$ cat src/rtl/point_in_polygon_test_macros.svh
// Assertion macros shared by the point-in-polygon test RTL.
// Expects i_clk and i_rst_n in the scope of every use.
`ifndef POINT_IN_POLYGON_TEST_MACROS_SVH
`define POINT_IN_POLYGON_TEST_MACROS_SVH

// A property that must hold at every clock edge out of reset.
`define PIP_ASSERT(lbl, prop, msg) \
    lbl: assert property (@(posedge i_clk) disable iff (!i_rst_n) prop) \
        else $error(msg);

// A condition that must never be seen at a clock edge out of reset.
`define PIP_NEVER(lbl, cond, msg) \
    `PIP_ASSERT(lbl, !(cond), msg)

`endif

$ cat src/rtl/pip_pkg.sv
// Shared constants and types for the point-in-polygon test block.
// No dependencies; used by pip_front, pip_back and the top level.
`timescale 1ns / 1ps

package pip_pkg;

    // Vertex store size and derived widths.
    localparam int MAX_VERTICES = 64;
    localparam int ADDR_W       = $clog2(MAX_VERTICES);
    localparam int CNT_W        = $clog2(MAX_VERTICES + 1);

    // Fixed field widths of the item and configuration ports.
    localparam int COORD_W = 16;
    localparam int IDX_W   = 6;
    localparam int CFG_W   = 7;

    // Depth of the queue between the front and the back.
    localparam int QDEPTH = 2;

    // Request codes carried by req_type.
    typedef enum logic {
        REQ_LOAD = 1'b0,
        REQ_TEST = 1'b1
    } t_req;

    // A classified item as it travels from the front to the back.
    // For a load x/y hold the vertex, for a test they hold the point.
    typedef struct packed {
        logic                       is_test;
        logic [ADDR_W-1:0]          slot;
        logic signed [COORD_W-1:0]  x;
        logic signed [COORD_W-1:0]  y;
    } t_cmd;

endpackage

$ cat src/rtl/pip_back.sv
// Back of the point-in-polygon test: vertex store, edge walk and result
// register. Depends on pip_pkg and point_in_polygon_test_macros.svh.
`timescale 1ns / 1ps
`include "point_in_polygon_test_macros.svh"

module pip_back (
    input  logic                               i_clk,
    input  logic                               i_rst_n,
    input  logic                               i_cfg_valid,
    output logic                               o_cfg_ready,
    input  logic [pip_pkg::CFG_W-1:0]          i_cfg_vertex_count,
    input  logic                               i_cmd_valid,
    input  pip_pkg::t_cmd                      i_cmd,
    output logic                               o_cmd_pop,
    output logic                               o_empty,
    input  logic                               i_pop,
    output logic                               o_inside_res
);

    localparam int DIFF_W = pip_pkg::COORD_W + 1;
    localparam int LHS_W  = DIFF_W + 1;
    localparam int PROD_W = 2 * DIFF_W;
    localparam int MUL_W  = LHS_W + DIFF_W;

    typedef enum logic [2:0] {
        S_IDLE,
        S_LDJ,
        S_EA,
        S_EB,
        S_FIN,
        S_DONE
    } t_state;

    t_state                             r_state;
    logic [pip_pkg::CNT_W-1:0]          r_vcount;
    logic [pip_pkg::ADDR_W-1:0]         r_i;
    logic                               r_c_v;
    logic                               r_inside;
    logic                               r_out_v;
    logic                               r_out;

    logic [2*pip_pkg::COORD_W-1:0]      r_mem [pip_pkg::MAX_VERTICES];
    logic [2*pip_pkg::COORD_W-1:0]      r_rd;
    logic [pip_pkg::ADDR_W-1:0]         rd_addr;
    logic                               mem_we;

    logic signed [pip_pkg::COORD_W-1:0] r_px;
    logic signed [pip_pkg::COORD_W-1:0] r_py;
    logic signed [pip_pkg::COORD_W-1:0] r_xj;
    logic signed [pip_pkg::COORD_W-1:0] r_yj;

    logic signed [PROD_W-1:0]           r_pa;
    logic signed [DIFF_W-1:0]           r_ta;
    logic signed [DIFF_W-1:0]           r_da;
    logic                               r_sa;
    logic signed [MUL_W-1:0]            r_mb;
    logic signed [PROD_W-1:0]           r_pb;
    logic                               r_pgeb;
    logic                               r_sb;

    logic signed [pip_pkg::COORD_W-1:0] xi;
    logic signed [pip_pkg::COORD_W-1:0] yi;
    logic                               a_strad;
    logic                               a_neg;
    logic signed [DIFF_W-1:0]           a_dx;
    logic signed [DIFF_W-1:0]           a_dyp;
    logic signed [DIFF_W-1:0]           a_den;
    logic signed [DIFF_W-1:0]           a_t;
    logic signed [PROD_W-1:0]           a_prod;
    logic                               b_pge;
    logic signed [LHS_W-1:0]            b_lhs;
    logic signed [MUL_W-1:0]            b_m;
    logic signed [MUL_W-1:0]            c_p;
    logic                               c_cross;
    logic                               test_start;

    function automatic logic signed [DIFF_W-1:0] sx(
        input logic signed [pip_pkg::COORD_W-1:0] v
    );
        return {v[pip_pkg::COORD_W-1], v};
    endfunction

    assign o_cfg_ready  = 1'b1;
    assign o_cmd_pop    = (r_state == S_IDLE);
    assign o_empty      = !r_out_v;
    assign o_inside_res = r_out;
    assign mem_we       = (r_state == S_IDLE) && i_cmd_valid && !i_cmd.is_test;
    assign test_start   = (r_state == S_IDLE) && i_cmd_valid && i_cmd.is_test;

    assign xi = r_rd[2*pip_pkg::COORD_W-1:pip_pkg::COORD_W];
    assign yi = r_rd[pip_pkg::COORD_W-1:0];

    // Read address: the last vertex first, then vertex 0, then one ahead
    // of the edge being worked on.
    always_comb begin
        unique case (r_state)
            S_IDLE:  rd_addr = pip_pkg::ADDR_W'(r_vcount - 1'b1);
            S_LDJ:   rd_addr = '0;
            default: rd_addr = pip_pkg::ADDR_W'(r_i + 1'b1);
        endcase
    end

    // Vertex store with a registered read port.
    always_ff @(posedge i_clk) begin
        if (mem_we) begin
            r_mem[i_cmd.slot] <= {i_cmd.x, i_cmd.y};
        end
        r_rd <= r_mem[rd_addr];
    end

    // Stage A: straddle test and the signed product. The divisor is made
    // positive by swapping the subtraction order of the x and y differences.
    always_comb begin
        a_strad = (yi > r_py) != (r_yj > r_py);
        a_neg   = (r_yj < yi);
        a_dx    = a_neg ? (sx(xi) - sx(r_xj)) : (sx(r_xj) - sx(xi));
        a_den   = a_neg ? (sx(yi) - sx(r_yj)) : (sx(r_yj) - sx(yi));
        a_dyp   = sx(r_py) - sx(yi);
        a_t     = sx(r_px) - sx(xi);
        a_prod  = a_dx * a_dyp;
    end

    // Stage B: with D > 0 and t = px - xi, t < trunc(P / D) holds exactly
    // when (t + 1) * D <= P for P >= 0, and when t * D < P for P < 0.
    always_comb begin
        b_pge = !r_pa[PROD_W-1];
        b_lhs = {r_ta[DIFF_W-1], r_ta} + {{DIFF_W{1'b0}}, b_pge};
        b_m   = b_lhs * r_da;
    end

    // Stage C: the compare that decides a crossing.
    always_comb begin
        c_p     = {r_pb[PROD_W-1], r_pb};
        c_cross = r_pgeb ? (r_mb <= c_p) : (r_mb < c_p);
    end

    // Sequencer, crossing parity, configuration and result register.
    always_ff @(posedge i_clk) begin
        if (!i_rst_n) begin
            r_state  <= S_IDLE;
            r_vcount <= '0;
            r_i      <= '0;
            r_c_v    <= 1'b0;
            r_inside <= 1'b0;
            r_out_v  <= 1'b0;
            r_out    <= 1'b0;
        end else begin
            if (i_cfg_valid) begin
                r_vcount <= (int'(i_cfg_vertex_count) > pip_pkg::MAX_VERTICES)
                          ? pip_pkg::CNT_W'(pip_pkg::MAX_VERTICES)
                          : pip_pkg::CNT_W'(i_cfg_vertex_count);
            end
            r_c_v <= (r_state == S_EB);
            if (r_c_v && r_sb && c_cross) begin
                r_inside <= !r_inside;
            end
            // A result taken while another is ready is replaced below.
            if (i_pop && r_out_v && (r_state != S_DONE)) begin
                r_out_v <= 1'b0;
            end
            unique case (r_state)
                S_IDLE: begin
                    if (test_start) begin
                        r_inside <= 1'b0;
                        r_state  <= (r_vcount == '0) ? S_DONE : S_LDJ;
                    end
                end
                S_LDJ: begin
                    r_i     <= '0;
                    r_state <= S_EA;
                end
                S_EA: begin
                    r_state <= S_EB;
                end
                S_EB: begin
                    r_i <= pip_pkg::ADDR_W'(r_i + 1'b1);
                    if (pip_pkg::CNT_W'(r_i) == pip_pkg::CNT_W'(r_vcount - 1'b1)) begin
                        r_state <= S_FIN;
                    end else begin
                        r_state <= S_EA;
                    end
                end
                S_FIN: begin
                    r_state <= S_DONE;
                end
                S_DONE: begin
                    if (!r_out_v || i_pop) begin
                        r_out_v <= 1'b1;
                        r_out   <= r_inside;
                        r_state <= S_IDLE;
                    end
                end
                default: begin
                    r_state <= S_IDLE;
                end
            endcase
        end
    end

    // Datapath registers of the walk need no reset.
    always_ff @(posedge i_clk) begin
        if (test_start) begin
            r_px <= i_cmd.x;
            r_py <= i_cmd.y;
        end
        if ((r_state == S_LDJ) || (r_state == S_EA)) begin
            r_xj <= xi;
            r_yj <= yi;
        end
        if (r_state == S_EA) begin
            r_pa <= a_prod;
            r_ta <= a_t;
            r_da <= a_den;
            r_sa <= a_strad;
        end
        if (r_state == S_EB) begin
            r_mb   <= b_m;
            r_pb   <= r_pa;
            r_pgeb <= b_pge;
            r_sb   <= r_sa;
        end
    end

    // Checks on the walk and the result register.
    `PIP_ASSERT(a_stage_c_after_eb, r_c_v |-> $past(r_state == S_EB), "compare without product")
    `PIP_ASSERT(a_result_from_done, $rose(r_out_v) |-> $past(r_state == S_DONE), "stray result")
    `PIP_ASSERT(a_walk_in_range, (r_state == S_EB) |-> (pip_pkg::CNT_W'(r_i) < r_vcount), "edge index past count")
    `PIP_NEVER(a_vcount_range, r_vcount > pip_pkg::CNT_W'(pip_pkg::MAX_VERTICES), "vertex count too large")

endmodule
$ cat config.mk
export PLATFORM = sky130hd
export DESIGN_NAME = pip_back
export DESIGN_NICKNAME = d
export VERILOG_FILES = /design/src/rtl/pip_pkg.sv /design/src/rtl/pip_back.sv
export VERILOG_INCLUDE_DIRS = /design/src /design/src/rtl
export SDC_FILE = /design/constraint.sdc
export NUM_CORES = 2
export LEC_CHECK = 0
export ABC_CLOCK_PERIOD_IN_PS = 11600
export BUFFER_PORTS_ARGS = -buffer_cell sky130_fd_sc_hd__buf_2
export CAP_MARGIN = 20
export CORE_AREA = 5 5 694 696
export DETAILED_ROUTE_END_ITERATION = 8
export DIE_AREA = 0 0 699 701
export SYNTH_ARGS = -nofsm -noshare
export SYNTH_HDL_FRONTEND = slang
export SYNTH_SLANG_ARGS = --single-unit
$ cat constraint.sdc
create_clock -name i_clk -period 11.6 [get_ports i_clk]
set_clock_uncertainty 0.2 [all_clocks]
set_input_delay 2.32 -clock i_clk [delete_from_list [all_inputs] [get_ports i_clk]]
set_output_delay 2.32 -clock i_clk [all_outputs]
set_load 0.01 [all_outputs]
======== Yosys cells after proc, flatten, opt, wreduce, memory -nomap -nowiden ========
Memory sizes are Yosys's and may differ from the RTL's. A register that Yosys moved wholly into a read port is not among the register bits.
Index checks and enable logic that the tools add are counted.
storage, ports and cells
  flip-flop bits (word level) ............. 224
  bits in writable memories ............... 2,048
  input port bits ......................... 51
  memories kept ........................... 1
operators by class
  add/sub/neg operators ................... 9
  $mul .................................... 2
  order comparisons ....................... 6
  eq/ne operators ......................... 10
  multiplexer cells ....................... 19
  reductions and logical operators ........ 18
memories
  name   words  width  rd ports  clocked after Yosys merged registers in  write ports  RTL line        source
  r_mem  64     32     1         1                                        1            pip_back.sv:42  logic [2*pip_pkg::COORD_W-1:0] r_mem [pip_pkg::MAX_VERTICES];
operators with widths
  kind                 number
  $sub 16x16->17       6
  $le 35x34->1         1
  $lt 35x34->1         1
  $mul 18x17->35       1
  $mul 17x17->34       1
  $mux 17              2
  $gt 16x16->1         2
  $pmux 6 s2           2
  $add 17x2->18        1
  $pmux 3 s6           1
  $lt 16x16->1         1
  $mux 3               4
  $mux 1               9
  $eq 6x7->1           1
  $gt 7x7->1 const B   1
  $logic_and 1x1->1    7
  $logic_not 7->1      1
  $mux 7               1
  $sub 7x1->7 const B  1
  $add 6x1->6 const B  1
  $eq 3x2->1 const B   2
  $eq 3x3->1 const B   2
  $logic_not 1->1      4
  $reduce_and 2->1     2
  8 further kinds      9

======== Logic depth before layout (Yosys ltp) ========
  word-level depth ........................ 6
  depth in mapped cells ................... 34
  depth with buffers taken out ............ 33

======== Worst setup path after synthesis ========
OpenSTA, ideal clock, no wires.
  path type ............................... reg-to-reg
  from .................................... reg r_py[0] (netlist name)
  to ...................................... reg r_pa[32] (data pin)
  data arrival time ....................... 7.890 ns
  required time ........................... 11.205 ns
  setup slack ............................. 3.315 ns
  cell stages (with the launch flop) ...... 31
  buffers on the path ..................... 1
  cells stage by stage .................... edfxtp_1 > inv_1 > ha_1 > inv_1 > fa_1 > a21o_1 > a21oi_1 > o21ai_1 > a2111oi_2 > nor3_1 > or4_1 > nand2_1 > buf_4 > nor2_1 > fa_1 > fa_1 > fa_1 > fa_1 > fa_1 > inv_1 > fa_1 > inv_1 > ha_1 > a21o_1 > a21o_1 > a21o_1 > a211oi_1 > o21ai_0 > or3_1 > o21a_1 > o311ai_0
on the way
  cells in the longest elaborated chain, start to end .. 2
RTL lines
  item                      RTL line         source
  start: declaration        pip_back.sv:48   logic signed [pip_pkg::COORD_W-1:0] r_py;
  start signal: assignment  pip_back.sv:204  r_py <= i_cmd.y;
  $sub 16x16->17            pip_back.sv:118  a_dyp = sx(r_py) - sx(yi);
  $mul 17x17->34            pip_back.sv:120  a_prod = a_dx * a_dyp;
  net a_prod[32]            pip_back.sv:69   logic signed [PROD_W-1:0] a_prod;
  end signal: assignment    pip_back.sv:211  r_pa <= a_prod;
  end: declaration          pip_back.sv:52   logic signed [PROD_W-1:0] r_pa;
The timed path passes the listed nets, and every way through them passes these cells.
A chain may end at the register's enable or synchronous reset.

======== Final worst setup path ========
Ends and elaborated chain as after synthesis.

==> summary.md <==
| Metric | Value |
|---|---|
| Status | `complete, no violations` |
| Distinct cells, synth | `87` |
| Dpl ws | `2200 ps` |
| GRT Util Overall | `13.4%` |
| Sequential Area | `68700 um2` |
| Hold Path Class | `reg -> reg` |
| Clk_lat worst skew | `950 ps` |
| Fillers | `47770` |
| Worst Tran Pin Value | `1270 ps` |
| Largest net degree at the start of global routing | `144` |
| R2R Setup Slk | `2110 ps` |
| Synthesis-to-finish area growth | `13.6%` |
| Die ar. | `490000 um2` |
| Final hold vios | `0` |
| Syn Nets | `10207` |
| Unrepaired setup endpoints after global routing | `no` |
| Leading cell type in the layout, fill and taps excluded | `edfxtp_1` |
| Postcts setup bufs | `0` |
| Area of the core | `474000 um2` |
| Root buf cell | `clkbuf_16` |
| R2R Path End | `r_pa[32]` |
| Num rows | `253` |
| Die X | `699 um` |
| Worst-path clk slew | `60 ps` |
| Die Ht | `701 um` |
| Worst path max stage delay | `610 ps` |
| Wirelength per Cell | `21.8 um` |
| Vias per cell | `4.80` |
| Final setup fails | `0` |
| PortBufs | `53` |
| Max Cap Viol | `0` |
| Post-synth EDFFs | `2252` |
| Sequential area share after synthesis | `58.1%` |
| Min setup slack post-route | `2110 ps` |
| CTS Sinks | `2304` |
| Router iterations before antenna repair | `8` |
| Share of layout cells above drive strength 1 | `8.08%` |
| First-pass GRT wire length | `501000 um` |
| Required @ worst endpoint | `12050 ps` |
| Post-Route Setup TNS | `0 ps` |
| Syn_area_per_cell | `12.8 um2` |
| CTS HTree Levels | `4` |
| Via count | `75032` |
| Detail Route Antenna Nets | `0` |
| Area leader, netlist | `edfxtp_1` |
| CTS tree | `built` |
| Fraction of the cycle the final worst path needs | `81.8%` |
| Post-CTS Hold Buffers | `0` |
| Ys async rst share | `0%` |
| Main synth FF type | `edfxtp_1` |
| CP Capture Type | `flip-flop` |
| Gr ovfl total | `0` |
| Setup CP Type | `reg -> reg` |
| Slowest-stage cell, CP | `nand2_1` |
| Hold_sp | `r_pa[8]` |
| Post_cts resized | `0` |
| I/O pin cnt | `55` |
| Highest clock rate | `105 MHz` |
| Area of the multi-input gates | `44900 um2` |
| Relative slew slack | `15.0%` |
| Synthesized area | `118000 um2` |
| Vias in the first global route | `73999` |
| Drt total wl | `340000 um` |
| Crit path launch type | `flip-flop` |
| Initial antenna violation count | `24` |
| DRT iter0 DRCs | `7577` |
| Yosys reg bits | `2304` |
| Crit Path Max Fanout | `18` |
| Placer congestion estimate | `0.882` |
| HPWL Detailed | `207000 um` |
| Crit path DAT | `9940 ps` |
| R2R depth | `29` |
| Starting Density | `24.9%` |
| Final net count | `10173` |
| Post-layout min period | `9490 ps` |
| Synth top area share | `57.2%` |
| WHS Path Cells | `0` |
| Most frequent cells in the layout | `2252 x edfxtp_1, 1107 x nand2_1, 814 x a211oi_1` |
| Final Max Tran Viols | `0` |
| Finished Core Util | `28.3%` |
| Hold Crit Endpoint | `r_pb[8]` |
| Top cells by area, synth | `edfxtp_1 57%, fa_1 10%, a211oi_1 5.2%, nand2_1 3.5%, ha_1 3.4%` |
| Post-Synthesis Cells | `9218` |
| Most common cell on crit path | `fa_1` |
| DR DRC count | `0` |
| Reg2reg start | `r_py[0]` |
| CTS Buf Count | `239` |
| Max clock buf depth | `4` |
| Yosys Warn Count | `0` |
==> worst max-delay path, delay by kind of cell (launching register included) <==
| kind | cells | cell delay (ps) |
|---|---|---|
| flops | 1 | 390 |
| compound gates | 11 | 2720 |
| buf+inv | 4 | 230 |
| fa+ha+maj | 9 | 4000 |
| simple gates | 5 | 1720 |
==> worst max path at each step <==
stage,start,endpoint,slack (ps),cells past startpoint
3_3_place_gp,r_rd[1],r_pa[31],2120,28
4_1_cts,r_py[0],r_pa[32],2160,29
6_report,r_py[0],r_pa[32],2110,29
2_1_floorplan,r_py[0],r_pa[32],3320,30
3_5_place_dp,r_py[0],r_pa[32],2200,29
5_1_grt,r_py[0],r_pa[32],1540,29
==> cell type report <==
type / count / area share [%]
Multi-Input combinational cell: 5585 / 33.5
Timing Repair Buffer: 290 / 1.68
Sequential cell: 2304 / 51.2
Tap cell: 6247 / 5.83
Clock buffer: 297 / 4.68
Antenna cell: 12 / 0.0224
Clock inverter: 139 / 1.02
Inverter: 764 / 2.14
==> synthesized netlist by cell type (267+ instances only) <==
| cell type | n |
|---|---|
| fa_1 | 613 |
| edfxtp_1 | 2252 |
| nand2_1 | 1107 |
| mux2i_1 | 336 |
| ha_1 | 325 |
| a211oi_1 | 818 |
| and3_1 | 404 |
| a21oi_1 | 273 |
| inv_1 | 764 |
| nor2_1 | 270 |
| a31oi_1 | 267 |
| clkbuf_1 | 432 |
| nand3_1 | 309 |
==> routing by layer <==
metal	track usage, %	vias up	wire length [um]
met5	0.388	-	327
met4	3.82	10	10700
met3	2.38	478	26800
met2	21.1	2633	153000
met1	18.9	38522	149000
li1	-	33389	-
==> sequential cells by signal, summed over array words and instances (netlist names) <==
name,cells
r_yj,16
r_mb,35
r_pb,34
r_mem,2048
r_da,17
r_pgeb,1
r_sa,1
r_sb,1
r_rd,32
r_xj,16
r_inside,1
r_state,3
r_i,6
o_inside_res,1
r_out_v,1
r_c_v,1
r_px,16
r_pa,34
r_py,16
r_vcount,7
r_ta,17
==> logic make-up (layout without fill, tap and decap cells) <==
kind of cell               count (synthesis)  after routing  share of synthesized area, %
xor gates and xnor gates                 161            161                          1.19
buffers and inverters                   1329           1490                          4.46
and+or+nand+nor                         2493           2493                          9.99
other                                      1             13                       0.00317
adders and majority gates                938            938                          13.8
AOI/OAI and AO/OA                       1653           1653                          9.54
DFF                                     2304           2304                          58.1
muxes                                    339            339                          2.87
==> per-stage QoR <==
stage	hold WS (ps)	cells	cell area, um2
final	217	15638	134000
after CTS	219	15621	134000
after detailed placement	205	15185	126000
after floorplan	200	9218	118000
after global placement	200	15179	126000
after global routing	223	15627	134000
Power is left out: the tool's default activity adds up to more than one toggle a clock period on the data nets, which glitch-free logic cannot reach.
